### src/hw/rtl/immgen_pkg.sv
// immediate generator package: format codes and instruction field constants
`default_nettype none

package immgen_pkg;

  // format selector codes
  typedef enum logic [3:0] {
    FMT_I   = 4'd0,
    FMT_S   = 4'd1,
    FMT_B   = 4'd2,
    FMT_U   = 4'd3,
    FMT_J   = 4'd4,
    FMT_CI  = 4'd5,
    FMT_CSS = 4'd6,
    FMT_CIW = 4'd7,
    FMT_CL  = 4'd8,
    FMT_CS  = 4'd9,
    FMT_CB  = 4'd10,
    FMT_CJ  = 4'd11
  } immgen_fmt_e;

  localparam int unsigned XLEN = 32;
  localparam int unsigned OP_W = 4;

  // 32-bit shift-right-arithmetic immediate fields
  localparam logic [6:0] OPC_OP_IMM = 7'h13;
  localparam logic [2:0] F3_SR      = 3'b101;
  localparam logic [6:0] F7_SRA     = 7'h20;

  // compressed quadrants
  localparam logic [1:0] CQ0 = 2'd0;
  localparam logic [1:0] CQ1 = 2'd1;
  localparam logic [1:0] CQ2 = 2'd2;

  // compressed funct3 codes, quadrant 0
  localparam logic [2:0] CF3_ADDI4SPN = 3'd0;
  localparam logic [2:0] CF3_LW       = 3'd2;
  localparam logic [2:0] CF3_SW       = 3'd6;
  // quadrant 1
  localparam logic [2:0] CF3_ADDI     = 3'd0;
  localparam logic [2:0] CF3_JAL      = 3'd1;
  localparam logic [2:0] CF3_LI       = 3'd2;
  localparam logic [2:0] CF3_LUI      = 3'd3;
  localparam logic [2:0] CF3_MISC_ALU = 3'd4;
  localparam logic [2:0] CF3_J        = 3'd5;
  localparam logic [2:0] CF3_BEQZ     = 3'd6;
  localparam logic [2:0] CF3_BNEZ     = 3'd7;
  // quadrant 2
  localparam logic [2:0] CF3_SLLI     = 3'd0;
  localparam logic [2:0] CF3_LWSP     = 3'd2;
  localparam logic [2:0] CF3_SWSP     = 3'd6;

  // misc-alu sub-op in bits 11:10
  localparam logic [1:0] CB_SRLI = 2'd0;
  localparam logic [1:0] CB_SRAI = 2'd1;
  localparam logic [1:0] CB_ANDI = 2'd2;

  localparam logic [4:0] REG_ZERO = 5'd0;
  localparam logic [4:0] REG_SP   = 5'd2;

endpackage : immgen_pkg

`default_nettype wire

### src/hw/rtl/immgen_decode.sv
// immediate generator decode: combinational reassembly of the immediate
`default_nettype none

module immgen_decode
  import immgen_pkg::*;
(
  input  wire logic [XLEN-1:0] instr_word_i,
  input  wire logic [OP_W-1:0] op_i,
  output logic      [XLEN-1:0] imm_o
);

  logic [XLEN-1:0] w;
  logic [15:0]     c;
  logic [1:0]      cq;
  logic [2:0]      cf3;
  logic [4:0]      crd;
  logic [XLEN-1:0] six_sext;
  logic [XLEN-1:0] six_zext;

  assign w        = instr_word_i;
  assign c        = instr_word_i[15:0];
  assign cq       = c[1:0];
  assign cf3      = c[15:13];
  assign crd      = c[11:7];
  assign six_sext = {{26{c[12]}}, c[12], c[6:2]};
  assign six_zext = {26'b0, c[12], c[6:2]};

  always_comb begin
    imm_o = '0;
    unique case (immgen_fmt_e'(op_i))
      FMT_I: begin
        imm_o = {{20{w[31]}}, w[31:20]};
        // srai carries funct7 in the immediate field, keep the shift amount only
        if (w[6:0] == OPC_OP_IMM && w[14:12] == F3_SR && w[31:25] == F7_SRA) begin
          imm_o[10] = 1'b0;
        end
      end
      FMT_S: imm_o = {{20{w[31]}}, w[31:25], w[11:7]};
      FMT_B: imm_o = {{19{w[31]}}, w[31], w[7], w[30:25], w[11:8], 1'b0};
      FMT_U: imm_o = {w[31:12], 12'b0};
      FMT_J: imm_o = {{11{w[31]}}, w[31], w[19:12], w[20], w[30:21], 1'b0};
      FMT_CI: begin
        if (cq == CQ1 && (cf3 == CF3_ADDI || cf3 == CF3_LI)) begin
          imm_o = six_sext;
        end else if (cq == CQ1 && cf3 == CF3_LUI) begin
          if (crd == REG_SP) begin
            // addi16sp
            imm_o = {{22{c[12]}}, c[12], c[4:3], c[5], c[2], c[6], 4'b0};
          end else begin
            imm_o = six_sext;
          end
        end else if (cq == CQ2 && cf3 == CF3_SLLI) begin
          imm_o = six_zext;
        end else if (cq == CQ2 && cf3 == CF3_LWSP && crd != REG_ZERO) begin
          imm_o = {24'b0, c[3:2], c[12], c[6:4], 2'b0};
        end
      end
      FMT_CSS: begin
        if (cq == CQ2 && cf3 == CF3_SWSP) begin
          imm_o = {24'b0, c[8:7], c[12:9], 2'b0};
        end
      end
      FMT_CIW: begin
        if (cq == CQ0 && cf3 == CF3_ADDI4SPN) begin
          imm_o = {22'b0, c[10:7], c[12:11], c[5], c[6], 2'b0};
        end
      end
      FMT_CL: begin
        if (cq == CQ0 && cf3 == CF3_LW) begin
          imm_o = {25'b0, c[5], c[12:10], c[6], 2'b0};
        end
      end
      FMT_CS: begin
        if (cq == CQ0 && cf3 == CF3_SW) begin
          imm_o = {25'b0, c[5], c[12:10], c[6], 2'b0};
        end
      end
      FMT_CB: begin
        if (cq == CQ1 && (cf3 == CF3_BEQZ || cf3 == CF3_BNEZ)) begin
          imm_o = {{23{c[12]}}, c[12], c[6:5], c[2], c[11:10], c[4:3], 1'b0};
        end else if (cq == CQ1 && cf3 == CF3_MISC_ALU) begin
          if (c[11:10] == CB_SRLI || c[11:10] == CB_SRAI) begin
            imm_o = six_zext;
          end else if (c[11:10] == CB_ANDI) begin
            imm_o = six_sext;
          end
        end
      end
      FMT_CJ: begin
        if (cq == CQ1 && (cf3 == CF3_JAL || cf3 == CF3_J)) begin
          imm_o = {{20{c[12]}}, c[12], c[8], c[10:9], c[6], c[7], c[2], c[11],
                   c[5:3], 1'b0};
        end
      end
      default: imm_o = '0;
    endcase
  end

endmodule : immgen_decode

`default_nettype wire

### src/hw/rtl/riscv_immediate_generator.sv
// riscv immediate generator top level: input register, decode, result register
// an accepted word is held in the input register, decoded, then registered in the result register before it is offered
// throughput: one word per cycle while the output is not stalled, set by the two-register pipeline with no loop
// while a result waits in the output register the input register takes one more word,
// then the input stalls until the result leaves
// reset: rst_ni clears only the valid bits of both registers, payload is not reset
`default_nettype none

module riscv_immediate_generator
  import immgen_pkg::*;
(
  input  wire logic                   clk_i,
  input  wire logic                   rst_ni,
  // input channel
  input  wire logic                   in_valid_i,
  output logic                        in_stall_o,
  input  wire logic [XLEN-1:0]        instr_word_i,
  input  wire logic [OP_W-1:0]        op_i,
  // output channel
  output logic                        out_valid_o,
  input  wire logic                   out_stall_i,
  output logic signed [XLEN-1:0]      imm_value_o
);

  // input register stage
  logic            in_valid_q;
  logic [XLEN-1:0] instr_q;
  logic [OP_W-1:0] op_q;

  // result register stage
  logic            out_valid_q;
  logic [XLEN-1:0] imm_q;
  logic [XLEN-1:0] imm_d;

  logic out_load;  // result register takes a new word (or drains)
  logic in_load;   // input register takes a new word (or drains)

  // result register is free when empty or when its word leaves this cycle
  assign out_load   = !out_valid_q || !out_stall_i;
  // input register is free when empty or when its word moves to the result stage
  assign in_load    = !in_valid_q || out_load;
  assign in_stall_o = !in_load;

  // immediate reassembly between the two registers
  immgen_decode u_decode (
    .instr_word_i (instr_q),
    .op_i         (op_q),
    .imm_o        (imm_d)
  );

  // valid bits
  always_ff @(posedge clk_i or negedge rst_ni) begin
    if (!rst_ni) begin
      in_valid_q  <= 1'b0;
      out_valid_q <= 1'b0;
    end else begin
      if (in_load) begin
        in_valid_q <= in_valid_i;
      end
      if (out_load) begin
        out_valid_q <= in_valid_q;
      end
    end
  end

  // payload, no reset
  always_ff @(posedge clk_i) begin
    if (in_load && in_valid_i) begin
      instr_q <= instr_word_i;
      op_q    <= op_i;
    end
    if (out_load && in_valid_q) begin
      imm_q <= imm_d;
    end
  end

  assign out_valid_o = out_valid_q;
  assign imm_value_o = $signed(imm_q);

  // a full pipeline under output back-pressure must push back on the input
  a_full_stalls : assert property (@(posedge clk_i) disable iff (!rst_ni)
    in_valid_q && out_valid_q && out_stall_i |-> in_stall_o)
    else $error("input not stalled with both stages full and output stalled");

  // an accepted word lands in the input register
  a_accept_lands : assert property (@(posedge clk_i) disable iff (!rst_ni)
    in_valid_i && !in_stall_o |=> in_valid_q)
    else $error("accepted word lost before input register");

  // selector codes with no format give zero
  a_bad_op_zero : assert property (@(posedge clk_i) disable iff (!rst_ni)
    out_load && in_valid_q && op_q[3] && op_q[2] |=> imm_q == '0)
    else $error("unused format code produced nonzero immediate");

  // upper immediates have the low twelve bits clear
  a_u_low_zero : assert property (@(posedge clk_i) disable iff (!rst_ni)
    out_load && in_valid_q && op_q == FMT_U |=> imm_q[11:0] == '0)
    else $error("u-format immediate has low bits set");

endmodule : riscv_immediate_generator

`default_nettype wire
### config.mk
export PLATFORM = sky130hd
export DESIGN_NAME = riscv_immediate_generator
export DESIGN_NICKNAME = d
export VERILOG_FILES = /design/src/hw/rtl/immgen_pkg.sv /design/src/hw/rtl/immgen_decode.sv /design/src/hw/rtl/riscv_immediate_generator.sv
export SDC_FILE = /design/constraint.sdc
export NUM_CORES = 1
export LEC_CHECK = 0
export BUFFER_PORTS_ARGS = -buffer_cell sky130_fd_sc_hd__buf_2
export CORE_MARGIN = 1.5
export CORE_UTILIZATION = 50
export DETAILED_ROUTE_END_ITERATION = 8
export PLACE_DENSITY_LB_ADDON = 0.25
export SYNTH_ARGS = -nofsm -noshare
export SYNTH_HDL_FRONTEND = slang
export SYNTH_SLANG_ARGS = --single-unit
### constraint.sdc
create_clock -name clk_i -period 6.5 [get_ports clk_i]
set_input_delay 0.65 -clock clk_i [delete_from_list [all_inputs] [get_ports clk_i]]
set_output_delay 0.65 -clock clk_i [all_outputs]
set_load 0.02 [all_outputs]
### Word level (Yosys, flattened, before mapping)

Index checks and enable logic that the tools add are counted.

* multiply operators: 0
* shift operators: 0
* reduce and logical (&&, ||, !) cells: 31
* add/sub/neg operators: 0
* divide/modulo/power cells: 0
* bitwise gates (word level): 0
* $lt $le $gt $ge: 0
* equality and inequality tests: 26
* mux-type cells: 16

Operators by type and width (count)
* one-hot mux 32 bit (12 select lines): 1
* 2-to-1 mux 32 bit: 7
* 2-to-1 mux 8 bit: 3
* == test 4 x 3 -> 1 bit (second input constant): 4
* == test 4 bit (second input constant): 4
* logical AND 1 bit: 16
* == test 3 bit (second input constant): 5
* 2-to-1 mux 7 bit: 2
* 2-to-1 mux 10 bit: 1
* 2-to-1 mux 9 bit: 1
* == test 4 x 2 -> 1 bit (second input constant): 2
* == test 7 x 5 -> 1 bit (second input constant): 1
* == test 7 x 6 -> 1 bit (second input constant): 1
* == test 3 x 2 -> 1 bit (second input constant): 2
* logical OR 1 bit: 6
* == test 5 x 2 -> 1 bit (second input constant): 1
* nonzero test 5 bit: 1
* == test 2 x 1 -> 1 bit (second input constant): 2
* == test 2 bit (second input constant): 2
* == test 4 x 1 -> 1 bit (second input constant): 1
* logical NOT 1 bit: 4
* logical NOT 2 bit: 2
* logical NOT 4 bit: 1
* == test 3 x 1 -> 1 bit (second input constant): 1
* 2 further kinds: 2

* input bits: 40
* logic and storage cells: 78
* memories: 0
* RAM bits: 0
* memory bits (read-only): 0
* flip-flop bits (word level): 70
* bits in latches: 0

### Depth between registers and ports, before layout

* word-level depth: 8
* mapped depth: 7
* gate-level depth less buffers: 5

### Hierarchy

A second synthesis with hierarchy kept.

* cell total of the unflattened synthesis: 259
* area, all modules: 3305.7 µm²

Modules (own cells, without submodules)
* riscv_immediate_generator: area an instance 2134.5 µm², times used 1, sequential area each 2092.0 µm², cells an instance 76
* immgen_decode: area an instance 1171.1 µm², times used 1, sequential area each 0.0 µm², cells an instance 183

### Worst setup path before layout

No wires, ideal clock.

* path type: input to register
* start point: input port out_stall_i
* end point: register imm_q[0], in the netlist imm_value_o[0] (enable)
* path buffers: 0
* library setup time: 0.470 ns
* arrival: 3.004 ns
* setup slack: 3.025 ns
* cell stages on the path: 1
* data required time: 6.030 ns
* path through: a21boi_0

* longest elaborated chain between the ends: 3

Ends and longest elaborated chain
* start: declaration: line riscv_immediate_generator.sv:21 `input wire logic out_stall_i,`
* logical NOT 1 bit: line riscv_immediate_generator.sv:39 `assign out_load = !out_valid_q || !out_stall_i;`
* logical OR 1 bit: line riscv_immediate_generator.sv:39
* logical AND 1 bit: line riscv_immediate_generator.sv:72 `if (out_load && in_valid_q) begin`
* end signal: assignment: line riscv_immediate_generator.sv:73 `imm_q <= imm_d;`
* end: declaration: line riscv_immediate_generator.sv:32 `logic [XLEN-1:0] imm_q;`

Every way passes these cells.
A chain may end at the register's enable or synchronous reset.

### Worst setup path after layout

* start point: register op_q[0]
* end point: register imm_q[20], in the netlist imm_value_o[20] (data pin)

* longest elaborated chain between the ends: 2
* elaborated cells on any way between the ends: 13
* those cells by class: 11 x eq/ne; 1 x mux; 1 x reduce/logical

Ends and longest elaborated chain
* start: declaration: line riscv_immediate_generator.sv:28 `logic [OP_W-1:0] op_q;`
* start signal: assignment: line riscv_immediate_generator.sv:70 `op_q <= op_i;`
* == test 4 bit, or another cell as far along: line immgen_decode.sv:30 `unique case (immgen_fmt_e'(op_i))`
* one-hot mux 32 bit (12 select lines) *: line immgen_decode.sv:30
* net imm_d[20]: line riscv_immediate_generator.sv:33 `logic [XLEN-1:0] imm_d;`

The timed path passes the listed nets; every way through them passes the cells marked *.

==> results.ini <==
[status]
status=finished clean

[logic_synthesis]
synth_edf_count=68
syn_area_um2=3310
synth_seq_cells=70
ys_seq_area_frac=0.631
synth-warning-count=0
synth.avg_cell_area_um2=12.2
synth.distinct_cells=65
synth_nets=312
synth_ff_type=edfxtp_1
async_flop_share=0.0286
synth_cells=272

[clock_tree]
cts_made_buffers=9
clk_pin_slew_ns=0.07
post-cts-setup-buffers=0
cts.sinks=70
ctsResizeCount=0
hold_buffers=0
cts-root-buf=clkbuf_8
cts_tree=done
worstSkewPairLatency_ns=0.35
htree_levels=3
clockBufferDepth=2

[placement]
portBuffers=73
place.gp.congestion=0.958
place_ws_ns=4.17
dp_hpwl_um=5430

[worst_setup_path]
cp_max_fo=18
cp.depth=5
r2r_slack_ns=4.14
crit_chain=and4bb_2 -> o2111ai_1 -> o21ai_2 -> a211oi_2 -> nand2_1
cp_slowest_cell=edfxtp_1
worstPathArrival_ns=2.42
cpLargestDelayFamily=compound AO/OA/AOI/OAI gates
path_buf_inv=0
cp.required_ns=6.56
critical_path.endpoint=imm_value_o[20]$_DFFE_PP_
r2r-start=op_q[0]$_DFFE_PP_
worst_path_largest_cell_delay_ns=0.65
crit_start=op_q[0]$_DFFE_PP_
start_kind=register
cp-end-kind=register
reg2reg_depth=5
reg2reg_to=imm_value_o[20]$_DFFE_PP_
path_class=register to register

[route]
antenna_left=0
vias=2529
via_per_inst=5.98
first_pass_iters=5
routed.top_layer=met4
met3_length_um=772
route.detailed.drc=0
wl_met2_um=3700
wl_met1_um=3220
routed_wl_um=7830
drtIter0Drc=264
post_drt_wl_per_cell_um=18.5

[sta]
hold_viol=0
rsz0062_at_grt=no
tns_ns=0
slew_viol_final=0
min_period_over_period=0.362
max_freq_mhz=424
layout_setup_ws_ns=4.14
worstMarginPinSlew_ns=1.15
relSlewSlack=0.228
fin_crit_ns=2.36
clock-skew-final_ns=0.00648
finalSetupViolCount=0

[die]
die_y_um=84.4
die-area_um2=7120
initial_core_util=0.519
io_pins=74
die_x_um=84.4
rows=29
core_um2=6390

[global_routing]
grt_pass1_wl_um=11900
track_usage=0.224
grt_pass1_vias=2300
grt_max_degree=37
antenna_found_initial=0
grt_overflow_total=0

[power]
p_per_area_nw_per_um2=277
switching_share=0.239
p_clk_frac=0.377
finalPower_uw=1090
p_int_uw=831
p_seq_frac=0.522
p_leak_uw=0.00162
combPwrFrac=0.101
p_sw_uw=262
vdd_drop_max_uv=215

[cells_and_area]
nets=381
final_layout_size_suffix_gt1_frac=0.298
finish.utilization=0.618
fill_cells=535
diodes=0
area_growth_pct=19.1

[min_path]
min_path_type=primary input to asynchronous set/reset pin

[flow_run]
maxCapViolCount=0

[power by group through the flow]
stage	Clock (µW)	Combinational, µW	Sequential, µW
floorplan	0	56.7	585
global placement	0	109	577
detailed placement	0	111	578
CTS	422	111	569
global route	442	119	573
finish	413	110	570
[per-stage QoR]
step	area, µm²	instances	hold slack [ns]
2_1_floorplan	3310	272	0.354
3_3_place_gp	3710	407	0.436
3_5_place_dp	3710	407	0.439
4_1_cts	3950	423	0.0588
5_1_grt	3950	423	0.0626
6_report	3950	423	0.0761
[final cells by class]
cell class	instances	area, µm²	share of cell area
sequential	70	2090	0.530
multi-input combinational	180	1130	0.285
timing repair buffer	74	373	0.0945
clock buffer	9	124	0.0314
clock inverter	7	111	0.0282
tap	77	96.3	0.0244
inverter	6	22.5	0.00571
[layout by cell type, fill, tap and decap left out, types with 2 or more instances in the layout]
master / instances
nor3_1: 3
nor4b_1: 2
bufinv_16: 3
and3b_1: 2
a22oi_1: 2
nand2b_1: 3
nor2_1: 17
a21oi_1: 16
o211ai_1: 3
nand3_1: 6
o21ai_0: 11
a222oi_1: 4
a211oi_1: 2
buf_2: 73
dfrtp_1: 2
nor4_1: 3
inv_1: 6
nor4bb_1: 2
nor3b_1: 2
and4bb_2: 2
o31ai_1: 3
nor2b_1: 8
and4_1: 3
edfxtp_1: 68
nand4_1: 3
clkbuf_8: 9
clkinv_1: 2
nand2_1: 48
[state kept, by name, summed over array words and instances, names as in the netlist]
name and flops:
in_valid_q 1, imm_value_o 32, out_valid_o 1, op_q 4
instr_q 32
[synthesized netlist by cell type, drive strengths merged (3+ instances only)]
master  number  area share
a21oi       17       0.027
nand3        6      0.0091
o21ai       12       0.019
inv          6      0.0068
a211oi       3      0.0083
nor3         3      0.0045
nor2        17       0.019
nor2b        8       0.015
buf         12       0.020
clkbuf       4      0.0049
edfxtp      68        0.62
nor4bb       3       0.011
nor4         4       0.012
nand4        3      0.0057
nand2       48       0.054
and4         3      0.0079
o211ai       4       0.011
nand2b       4      0.0098
o31ai        4       0.011
a222oi       4       0.012
[worst min-delay path by stage]
| stage | startpoint | to | slack [ns] | depth (start not counted) |
|---|---|---|---|---|
| floorplan | rst_ni | in_valid_q$_DFFE_PN0N_ | 0.35 | 0 |
| global placement | rst_ni | out_valid_o$_DFFE_PN0P_ | 0.44 | 1 |
| detailed placement | rst_ni | in_valid_q$_DFFE_PN0N_ | 0.44 | 1 |
| CTS | rst_ni | in_valid_q$_DFFE_PN0N_ | 0.06 | 1 |
| global route | rst_ni | in_valid_q$_DFFE_PN0N_ | 0.06 | 1 |
| finish | rst_ni | in_valid_q$_DFFE_PN0N_ | 0.08 | 1 |
[layer usage]
metal  GRT usage  vias to the layer above
met1       0.301                     1172
met2       0.345                      158
met5           0                        -
met4       0.103                        0
met3      0.0570                       18
li1            -                     1181
[cell families (layout without fill, tap and decap cells)]
kind of cell / Yosys count / in the layout / share of synthesized area
AOI/OAI and AO/OA: 61 / 61 / 0.133
DFF: 70 / 70 / 0.631
and+or+nand+nor: 116 / 116 / 0.194
buffers and inverters: 22 / 96 / 0.0321
muxes: 2 / 2 / 0.00642
xor gates and xnor gates: 1 / 1 / 0.00264
No activity file was read; power rests on OpenSTA's default activity.
